**config.mk**
```make
export PLATFORM = sky130hd
export DESIGN_NAME = rau_mul
export DESIGN_NICKNAME = d
export VERILOG_FILES = /design/src/design/rau_pkg.sv /design/src/design/rau_mul.sv
export SDC_FILE = /design/constraint.sdc
export NUM_CORES = 2
export LEC_CHECK = 0
export BUFFER_PORTS_ARGS = -buffer_cell sky130_fd_sc_hd__buf_2
export CAP_MARGIN = 25
export CORE_AREA = 2 2 281 283
export CTS_BUF_LIST = sky130_fd_sc_hd__clkbuf_4 sky130_fd_sc_hd__clkbuf_8
export DETAILED_ROUTE_END_ITERATION = 10
export DIE_AREA = 0 0 283 285
export PLACE_DENSITY = 0.67
export SYNTH_ARGS = -nofsm -noshare
export SYNTH_HDL_FRONTEND = slang
export SYNTH_SLANG_ARGS = --single-unit
```
**constraint.sdc**
```tcl
create_clock -name clock -period 14.2 [get_ports clock]
set_input_delay 2.13 -clock clock [delete_from_list [all_inputs] [get_ports clock]]
set_output_delay 2.13 -clock clock [all_outputs]
set_load 0.03 [all_outputs]
```
**src/design/rau_pkg.sv**
```systemverilog
// Package for the rational arithmetic unit: widths, action and compare codes,
// sequencer states and the status struct shared by the iterative units.
// No dependencies.
package rau_pkg;

   localparam int DW = 32;                 // operand width
   localparam int PW = 2 * DW;             // product / magnitude width
   localparam int KW = $clog2(PW);         // shift count and bit counter width

   localparam logic [2:0] ACT_NORM = 3'd0;
   localparam logic [2:0] ACT_ADD  = 3'd1;
   localparam logic [2:0] ACT_SUB  = 3'd2;
   localparam logic [2:0] ACT_MUL  = 3'd3;
   localparam logic [2:0] ACT_DIV  = 3'd4;
   localparam logic [2:0] ACT_INV  = 3'd5;
   localparam logic [2:0] ACT_CMP  = 3'd6;
   localparam logic [2:0] ACT_NONE = 3'd7;  // unused code, answers undefined

   localparam logic [1:0] CMP_EQ  = 2'd0;
   localparam logic [1:0] CMP_AGT = 2'd1;
   localparam logic [1:0] CMP_BGT = 2'd2;

   typedef enum logic [2:0] {
      ST_IDLE, ST_MUL, ST_SUM, ST_GCD, ST_DIVN, ST_DIVD, ST_FIN
   } state_type;

   typedef enum logic [1:0] {
      K_UNDEF, K_ZERO, K_CMP, K_FRAC
   } kind_type;

   typedef struct packed {
      logic neg;
      logic [DW-1:0] mag;
   } opnd_type;

   typedef struct packed {
      logic busy;
      logic done;
   } unit_stat_type;

endpackage

```
**src/design/rau_mul.sv**
```systemverilog
// Registered DW x DW unsigned multiplier shared by all product steps.
// Depends on rau_pkg.
module rau_mul (
   input  logic                     clock,
   input  logic [rau_pkg::DW-1:0]   x_mag,
   input  logic [rau_pkg::DW-1:0]   y_mag,
   output logic [rau_pkg::PW-1:0]   prod
);

   logic [rau_pkg::PW-1:0] prod_ff;

   always_ff @(posedge clock) begin
      prod_ff <= rau_pkg::PW'(x_mag) * rau_pkg::PW'(y_mag);
   end

   assign prod = prod_ff;

endmodule

```
==> results.yml <==
timing:
  rsz0062_at_grt: "false"
  min_period_ns: 9.75
  relSlewSlack_pct: 43.8
  tightest_slew_ns: 0.843
  setup_tns_ns: 0
  timing_hold_violations_final: 0
  period_share_pct: 68.7
  hold_ws_ns: 2.38
  fmax_mhz: 103
  drv_slew: 0
  final-setup-viol-count: 0
route:
  vias: 24700
  antenna_left: 0
  drt-total-wl_mm: 92.7
  vias_per_cell: 5.22
  drt_pass1_iterations: 5
  wl_per_cell_um: 19.6
  drc: 0
  drtIter0Drc: 1578
logic_synthesis:
  ys_seq_area_share_pct: 3.69
  yosys-top-cells-area: "fa_1, and2_1, ha_1"
  synth_top_area_cell: "fa_1"
  synth-edff-count: 0
  ys.flop_type: "dfxtp_1"
  yosysWarnings: 0
  syn_area_mm2: 0.0347
  yosysTopAreaCellShare_pct: 51.7
  synth_cells: 3748
  synth_seq_cells: 64
  yosysUniqueCellTypes: 57
  synthArstFlopShare_pct: 0
  synthesis.nets: 4972
  syn_area_per_cell_um2: 9.25
grt:
  grt-ovfl-total: 0
  track_usage_pct: 23.9
  met2_usage_pct: 42.9
  grtUsageMet1_pct: 29.0
  grt_pass1_wl_mm: 150
  grt_pass1_vias: 27100
  antenna_found_initial: 2
  busiest_layer: "met2"
  use_met3_pct: 2.34
  grt_max_degree: 33
worst_setup_path:
  end_kind: "register"
  cp_top_family: "adder cells"
  required_ns: 14.51
  worstPathCellList: "buf_2 > nand2_1 > fa_1 > inv_1 > fa_1 > inv_1 > fa_1 > inv_1 > fa_1 > fa_1 > fa_1 > fa_1 > inv_1 > fa_1 > inv_1 > ha_1 > nand4_1 > or4_1 > or3_1 > a31oi_1 > a31o_2 > a211oi_1 > o21ai_1 > xor2_1"
  cp-endpoint: "prod[62]"
  critPathLaunch: "y_mag[8]"
  cp_slowest_stage_delay_ns: 0.59
  cp.arrival_ns: 10.06
  path_depth: 24
  path_common_cell: "fa_1"
  cp-start-kind: "input pin"
  critPathBufInv: 6
  critPathMaxFanout: 32
  path_class: "input pin to register"
  crit_slowest_cell: "fa_1"
clock_network:
  cts_root_buf: "clkbuf_8"
  clock_path_buffers: 2
  cts_tree: "yes"
  clock-sinks: 64
  postCtsSetupRepairBufs: 0
  cts_buffers: 9
  ctsResizeCount: 0
  htreeDepth: 3
  cts.clk_slew.worst_paths_ns: 0.09
  postCtsHoldBufs: 0
worst_hold_path:
  hp-class: "input pin to register"
  hold_start: "x_mag[0]"
die:
  io_pins: 129
  core_area_mm2: 0.0780
  die_area_mm2: 0.0807
  die_h_um: 285
  rows: 103
  die_width_um: 283
  initial_utilization_pct: 44.5
outcome:
  status: "finished clean"
final_layout:
  largest_reg_flops: 64
  layout.nets: 4897
  syn_to_final_growth_pct: 4.02
  drive_above_1_share_pct: 4.54
  n_fill_cell: 7473
job:
  max-cap-violations: 0
placed_design:
  port_buffers: 128
  place_hpwl_mm: 74.1
  finalWeightedCongestion: 0.939
-- Yosys cell counts (all sizes together) (2+ instances only) --
master / count
or4: 3
a211oi: 3
buf: 7
nor2b: 2
and3: 14
and2: 602
clkbuf: 213
and4: 3
nor2: 20
a21oi: 66
a221o: 4
nand2b: 2
dfxtp: 64
a31oi: 12
and3b: 2
xor2: 25
nor3: 7
a21boi: 3
o211ai: 2
a221oi: 4
nand4: 23
ha: 263
o31ai: 5
o21ai: 26
a311oi: 2
fa: 896
a21o: 40
or3: 3
nand2: 480
or2: 3
o221ai: 3
o221a: 2
nand3: 10
inv: 865
o21bai: 11
xnor2: 35
o21a: 9
-- kinds of logic (layout without fill, tap and decap cells) --
| logic type | Yosys count | count (layout) | share of synthesized area (%) |
|---|---|---|---|
| xor gates and xnor gates | 60 | 60 | 1.52 |
| AOI/OAI and AO/OA | 202 | 202 | 4.15 |
| other | 0 | 1 | 0 |
| muxes | 1 | 1 | 0.0289 |
| adders and majority gates | 1159 | 1159 | 61.2 |
| DFF | 64 | 64 | 3.69 |
| buffers and inverters | 1085 | 1015 | 11.8 |
| and+or+nand+nor | 1177 | 1177 | 17.6 |
-- final cells by class --
| type | count | area (um^2) | share of cell area (%) |
|---|---|---|---|
| Tap cell | 1050 | 1310 | 3.64 |
| Clock inverter | 5 | 80.1 | 0.222 |
| Clock buffer | 11 | 145 | 0.402 |
| Inverter | 865 | 3250 | 9.00 |
| Multi-Input combinational cell | 2599 | 29300 | 81.3 |
| Timing Repair Buffer | 134 | 686 | 1.90 |
| Sequential cell | 64 | 1280 | 3.55 |
| Antenna cell | 1 | 2.50 | 0.00694 |
-- per-stage QoR --
stage | instance area, um^2 | setup slack (ns) | utilization, % | cells
after CTS | 36100 | 4.62 | 46.3 | 4728
after detailed placement | 35800 | 4.22 | 46.0 | 4712
after floorplan | 34700 | 5.32 | - | 3748
after global placement | 35800 | 4.30 | 46.0 | 4712
after global routing | 36100 | 4.13 | 46.3 | 4728
final | 36100 | 4.45 | 46.3 | 4729
-- per-layer routing --
layer,vias to the layer above,part of all wire (%)
li1,10700,-
met1,13000,37
met2,755,53
met3,227,4.9
met4,4,5.4
met5,-,0.030
-- how the worst min path moves through the flow --
stage / end / slack [ns] / depth (start not counted)
final: prod[0] / 2.38 / 2
after global routing: prod[0] / 2.36 / 2
after CTS: prod[0] / 2.35 / 2
after detailed placement: prod[41] / 2.56 / 1
after global placement: prod[40] / 2.57 / 1
after floorplan: prod[0] / 2.26 / 1
-- cells in the final DEF (no fill, tap or decap), types with 35 or more instances in the layout --
| cell type | count |
|---|---|
| a21o_1 | 40 |
| a21oi_1 | 63 |
| and2_1 | 602 |
| buf_2 | 128 |
| dfxtp_1 | 64 |
| fa_1 | 896 |
| ha_1 | 263 |
| inv_1 | 865 |
| nand2_1 | 480 |
| xnor2_1 | 35 |
Power is not shown: default switching activity piles up to over one toggle a cycle in this logic, so the estimate is an artifact.
