==> config.mk <==
export PLATFORM = sky130hd
export DESIGN_NAME = rau_gcd
export DESIGN_NICKNAME = d
export VERILOG_FILES = /design/src/design/rau_pkg.sv /design/src/design/rau_gcd.sv
export SDC_FILE = /design/constraint.sdc
export NUM_CORES = 1
export LEC_CHECK = 0
export BUFFER_PORTS_ARGS = -buffer_cell sky130_fd_sc_hd__buf_2
export CORE_UTILIZATION = 35
export CTS_BUF_LIST = sky130_fd_sc_hd__clkbuf_4
export CTS_CLUSTER_SIZE = 12
export DETAILED_ROUTE_END_ITERATION = 12
export HOLD_SLACK_MARGIN = 0.02
export PLACE_DENSITY = 0.52
export SYNTH_ARGS = -nofsm -noshare
export SYNTH_HDL_FRONTEND = slang
export SYNTH_SLANG_ARGS = --single-unit
==> constraint.sdc <==
create_clock -name clock -period 12.9 [get_ports clock]
set_input_delay 1.29 -clock clock [delete_from_list [all_inputs] [get_ports clock]]
set_output_delay 1.29 -clock clock [all_outputs]
set_load 0.02 [all_outputs]
==> src/design/rau_pkg.sv <==
// Package for the rational arithmetic unit: widths, action and compare codes,
// sequencer states and the status struct shared by the iterative units.
// No dependencies.
package rau_pkg;

   localparam int DW = 32;                 // operand width
   localparam int PW = 2 * DW;             // product / magnitude width
   localparam int KW = $clog2(PW);         // shift count and bit counter width

   localparam logic [2:0] ACT_NORM = 3'd0;
   localparam logic [2:0] ACT_ADD  = 3'd1;
   localparam logic [2:0] ACT_SUB  = 3'd2;
   localparam logic [2:0] ACT_MUL  = 3'd3;
   localparam logic [2:0] ACT_DIV  = 3'd4;
   localparam logic [2:0] ACT_INV  = 3'd5;
   localparam logic [2:0] ACT_CMP  = 3'd6;
   localparam logic [2:0] ACT_NONE = 3'd7;  // unused code, answers undefined

   localparam logic [1:0] CMP_EQ  = 2'd0;
   localparam logic [1:0] CMP_AGT = 2'd1;
   localparam logic [1:0] CMP_BGT = 2'd2;

   typedef enum logic [2:0] {
      ST_IDLE, ST_MUL, ST_SUM, ST_GCD, ST_DIVN, ST_DIVD, ST_FIN
   } state_type;

   typedef enum logic [1:0] {
      K_UNDEF, K_ZERO, K_CMP, K_FRAC
   } kind_type;

   typedef struct packed {
      logic neg;
      logic [DW-1:0] mag;
   } opnd_type;

   typedef struct packed {
      logic busy;
      logic done;
   } unit_stat_type;

endpackage

==> src/design/rau_gcd.sv <==
// Iterative binary gcd of two nonzero PW-bit magnitudes, one step per cycle.
// Depends on rau_pkg.
module rau_gcd (
   input  logic                          clock,
   input  logic                          reset,
   input  logic                          start,
   input  logic [rau_pkg::PW-1:0]        x_val,
   input  logic [rau_pkg::PW-1:0]        y_val,
   output rau_pkg::unit_stat_type        stat,
   output logic [rau_pkg::PW-1:0]        gcd_val
);

   logic [rau_pkg::PW-1:0] x_ff, x_in, y_ff, y_in, g_ff, g_in;
   logic [rau_pkg::KW-1:0] k_ff, k_in;
   logic                   busy_ff, busy_in, done_ff, done_in;

   always_comb begin
      x_in    = x_ff;
      y_in    = y_ff;
      k_in    = k_ff;
      g_in    = g_ff;
      busy_in = busy_ff;
      done_in = 1'b0;
      if (start) begin
         x_in    = x_val;
         y_in    = y_val;
         k_in    = '0;
         busy_in = 1'b1;
      end else if (busy_ff) begin
         if (!x_ff[0] && !y_ff[0]) begin
            x_in = x_ff >> 1;
            y_in = y_ff >> 1;
            k_in = k_ff + 1'b1;
         end else if (!x_ff[0]) begin
            x_in = x_ff >> 1;
         end else if (!y_ff[0]) begin
            y_in = y_ff >> 1;
         end else if (x_ff == y_ff) begin
            // both odd and equal: restore the common power of two
            g_in    = x_ff << k_ff;
            busy_in = 1'b0;
            done_in = 1'b1;
         end else if (x_ff > y_ff) begin
            x_in = x_ff - y_ff;
         end else begin
            y_in = y_ff - x_ff;
         end
      end
   end

   always_ff @(posedge clock) begin
      if (reset) begin
         busy_ff <= 1'b0;
         done_ff <= 1'b0;
      end else begin
         busy_ff <= busy_in;
         done_ff <= done_in;
      end
   end

   always_ff @(posedge clock) begin
      x_ff <= x_in;
      y_ff <= y_in;
      k_ff <= k_in;
      g_ff <= g_in;
   end

   assign stat.busy = busy_ff;
   assign stat.done = done_ff;
   assign gcd_val   = g_ff;

endmodule

==> results_dict.tcl <==
set metrics [dict create \
    critPathCaptureType "flip-flop" \
    tns_ns 0 \
    p_comb_share_pct 62.4 \
    drt-initial-drc-count 2115 \
    synth_common_cells "329 x nand2_1, 270 x a21oi_1, 205 x inv_1" \
    layout_min_cycle_time_ns 4.98 \
    synth_top_area_share_pct 28.7 \
    r2r_cells 14 \
    cap_viol_max_count 0 \
    hold_violations 0 \
    synthFlopType "edfxtp_1" \
    crit_path_start_kind "flip-flop" \
    drcViolationCount 0 \
    ctsResizeCount 0 \
    ys_seq_area_share_pct 29.5 \
    fin_crit_sh_pct 38.6 \
    ir_drop_mv 0.0725 \
    antenna_found_initial 1 \
    p_leak_nw 8.99 \
    yosysUniqueCellTypes 76 \
    grt_pass1_vias 18700 \
    min_to "k_ff[0]" \
    drt-total-wl_um 81400 \
    hold_class "flip-flop to flip-flop" \
    hp-start "k_ff[0]" \
    clkSinkCount 200 \
    areaGrowthSynthToFinish_pct 8.09 \
    ys_warn_count 0 \
    drive_gt1_share_pct 13.4 \
    synthArstFlopShare_pct 0 \
    worst_r2r_endpoint "y_ff[18]" \
    h-tree-depth 4 \
    fillers 6032 \
    num_rows 87 \
    hold_depth 2 \
    finClkSkew_ns 0.0336 \
    io_buffers 196 \
    drv_slew 0 \
    p_per_area_nw_per_um2 161 \
    synthAdderAreaFrac_pct 8.35 \
    cts_tree "yes" \
    holdWs_ns 0.609 \
    drt-pass1-iter-count 7 \
    synth_nets 2725 \
    p_seq_share_pct 27.4 \
    via_count 19400 \
    grt_pass1_wl_um 121000 \
    viasPerCell 5.90 \
    synthXorXnorAreaFrac_pct 5.44 \
    syn_inst 2461 \
    status "finished clean" \
    synth_top_family_by_area "compound AO/OA/AOI/OAI gates" \
    cts_hold_buf 0 \
    stdcell_count 3285 \
    path_class "flip-flop to flip-flop" \
    synth-compound-area-share_pct 25.9 \
    reg2reg_from "x_ff[0]" \
    cts_setup_buffers 0 \
    worst_ep_arrival_time_ns 5.58 \
    avgSynthCellArea_um2 8.17 \
    die_x_um 242 \
    p_switching_mw 1.81 \
    yosys.area.top_type "edfxtp_1" \
    internal-power_mw 1.69 \
    rsz0062_at_grt "no" \
    antenna_left 0 \
    grtUsageTotal_pct 27.4 \
    synth_seq_cells 200 \
    ios 197 \
    setup_viol 0 \
    grt_overflow 0 \
    relSlewSlack_pct 14.2 \
    yosysMostFrequentCell "nand2_1" \
    clkPwrFrac_pct 10.2 \
    synthMuxAreaShare_pct 7.78 \
    synth_simple_gate_area_share_pct 15.4 \
    ff2ff_setup_slack_ns 7.92 \
    sw_frac_of_total_pct 51.7 \
    grt_max_degree 97 \
    clkLatencyLatePin_ns 0.78 \
    max_freq_ghz 0.201 \
    gp_congestion 0.958 \
    fin_ws_ns 7.92 \
    die_h_um 242 \
    critPathRequiredTime_ns 13.50 \
    dp_cells 3252 \
    synth_edf_count 192 \
    numCtsBuffers 17 \
    syn_area_um2 20100 \
    place_hpwl_um 63600 \
    cts_buffer_depth 2 \
    nets 2779 \
    dp_worst_setup_slack_ns 7.96 \
    tightestPinTransition_ns 1.28 \
    wl_per_cell_um 24.8 \
    cts_root_buf "clkbuf_4" \
    critPathMaxFanout 36 \
    die_area_um2 58400 \
    start_util_pct 35.5 \
    cts.reportedPaths.clkPinSlew_ns 0.19 \
    synth_area_leaders "edfxtp_1 29%, ha_1 8.1%, a21oi_1 6.7%, nand2_1 6.1%, mux4_2 5.5%" \
    core_um2 56600 \
]
[cells by family after synthesis]
| logic type | Yosys count |
|---|---|
| buf+inv | 386 |
| compound gates | 803 |
| fa+ha+maj | 133 |
| xor+xnor | 125 |
| simple gates | 719 |
| flops | 200 |
| mux | 95 |
[metrics by stage]
stage	cell area [um2]	power, mW	utilization [%]
floorplan	20100	2.42	-
global placement	21500	3.14	37.9
detailed placement	21500	3.11	37.9
CTS	21700	3.48	38.4
global route	21700	3.71	38.4
finish	21700	3.51	38.4
[cells in the final DEF, fill, tap and decap left out, drive strengths merged, types with 40 or more instances in the layout]
master	n
nand2	329
a21oi	272
nand3	49
a221oi	40
mux2i	46
edfxtp	192
o21ai	169
buf	214
ha	131
inv	209
xnor2	88
nor2	203
mux4	49
[state kept, by name (all words and copies together), names as in the netlist]
signal,count
k_ff,6
y_ff,64
done_ff,1
busy_ff,1
x_ff,64
gcd_val,64
[metal layers]
| layer | track usage [%] | wire length (um) | vias up |
|---|---|---|---|
| li1 | - | - | 9019 |
| met1 | 38.8 | 37800 | 9568 |
| met2 | 43.9 | 37300 | 707 |
| met3 | 2.76 | 4140 | 101 |
| met4 | 8.38 | 2170 | 0 |
| met5 | 0 | 0 | - |
[area by class of cell]
type                    instances  area [um2]  share of cell area, %
flip-flops and latches        200        5940                   27.3
inverters                     207         777                   3.57
well taps                     756         946                   4.35
repair buffers                214        1120                   5.16
multi-input cells            1875       12700                   58.4
clock inverters                13         124                  0.570
diodes                          1        2.50                 0.0115
clock buffers                  19         143                  0.656
[how the worst max path moves through the flow]
stage                     startpoint          to  slack [ns]
after floorplan             x_ff[49]  gcd_val[0]        3.76
after global placement       x_ff[9]    x_ff[40]        8.07
after detailed placement     x_ff[0]    y_ff[18]        7.96
after CTS                    x_ff[0]    y_ff[18]        7.91
after global routing         x_ff[0]    y_ff[18]        7.65
final                        x_ff[0]    y_ff[18]        7.92
[power by group through the flow]
stage / Clock, mW / Sequential [mW] / Combinational, mW
after floorplan: 0 / 0.918 / 1.51
after global placement: 0 / 0.971 / 2.17
after detailed placement: 0 / 0.975 / 2.14
after CTS: 0.372 / 0.959 / 2.15
after global routing: 0.387 / 0.971 / 2.35
final: 0.358 / 0.962 / 2.19
[worst max-delay path, cell delays in order, from the launching register on]
cell and delay, ns:
edfxtp_1 0.58, inv_1 0.20, ha_1 0.20, inv_1 0.06
fa_1 0.43, a211oi_2 0.24, o21bai_1 0.12, a21oi_2 0.24
o221ai_2 0.23, a211oi_4 0.44, o31ai_4 0.18, a211oi_4 0.28
buf_4 0.51, nand2_2 0.59, o221ai_1 0.41
No activity file was read; power rests on OpenSTA's default activity.
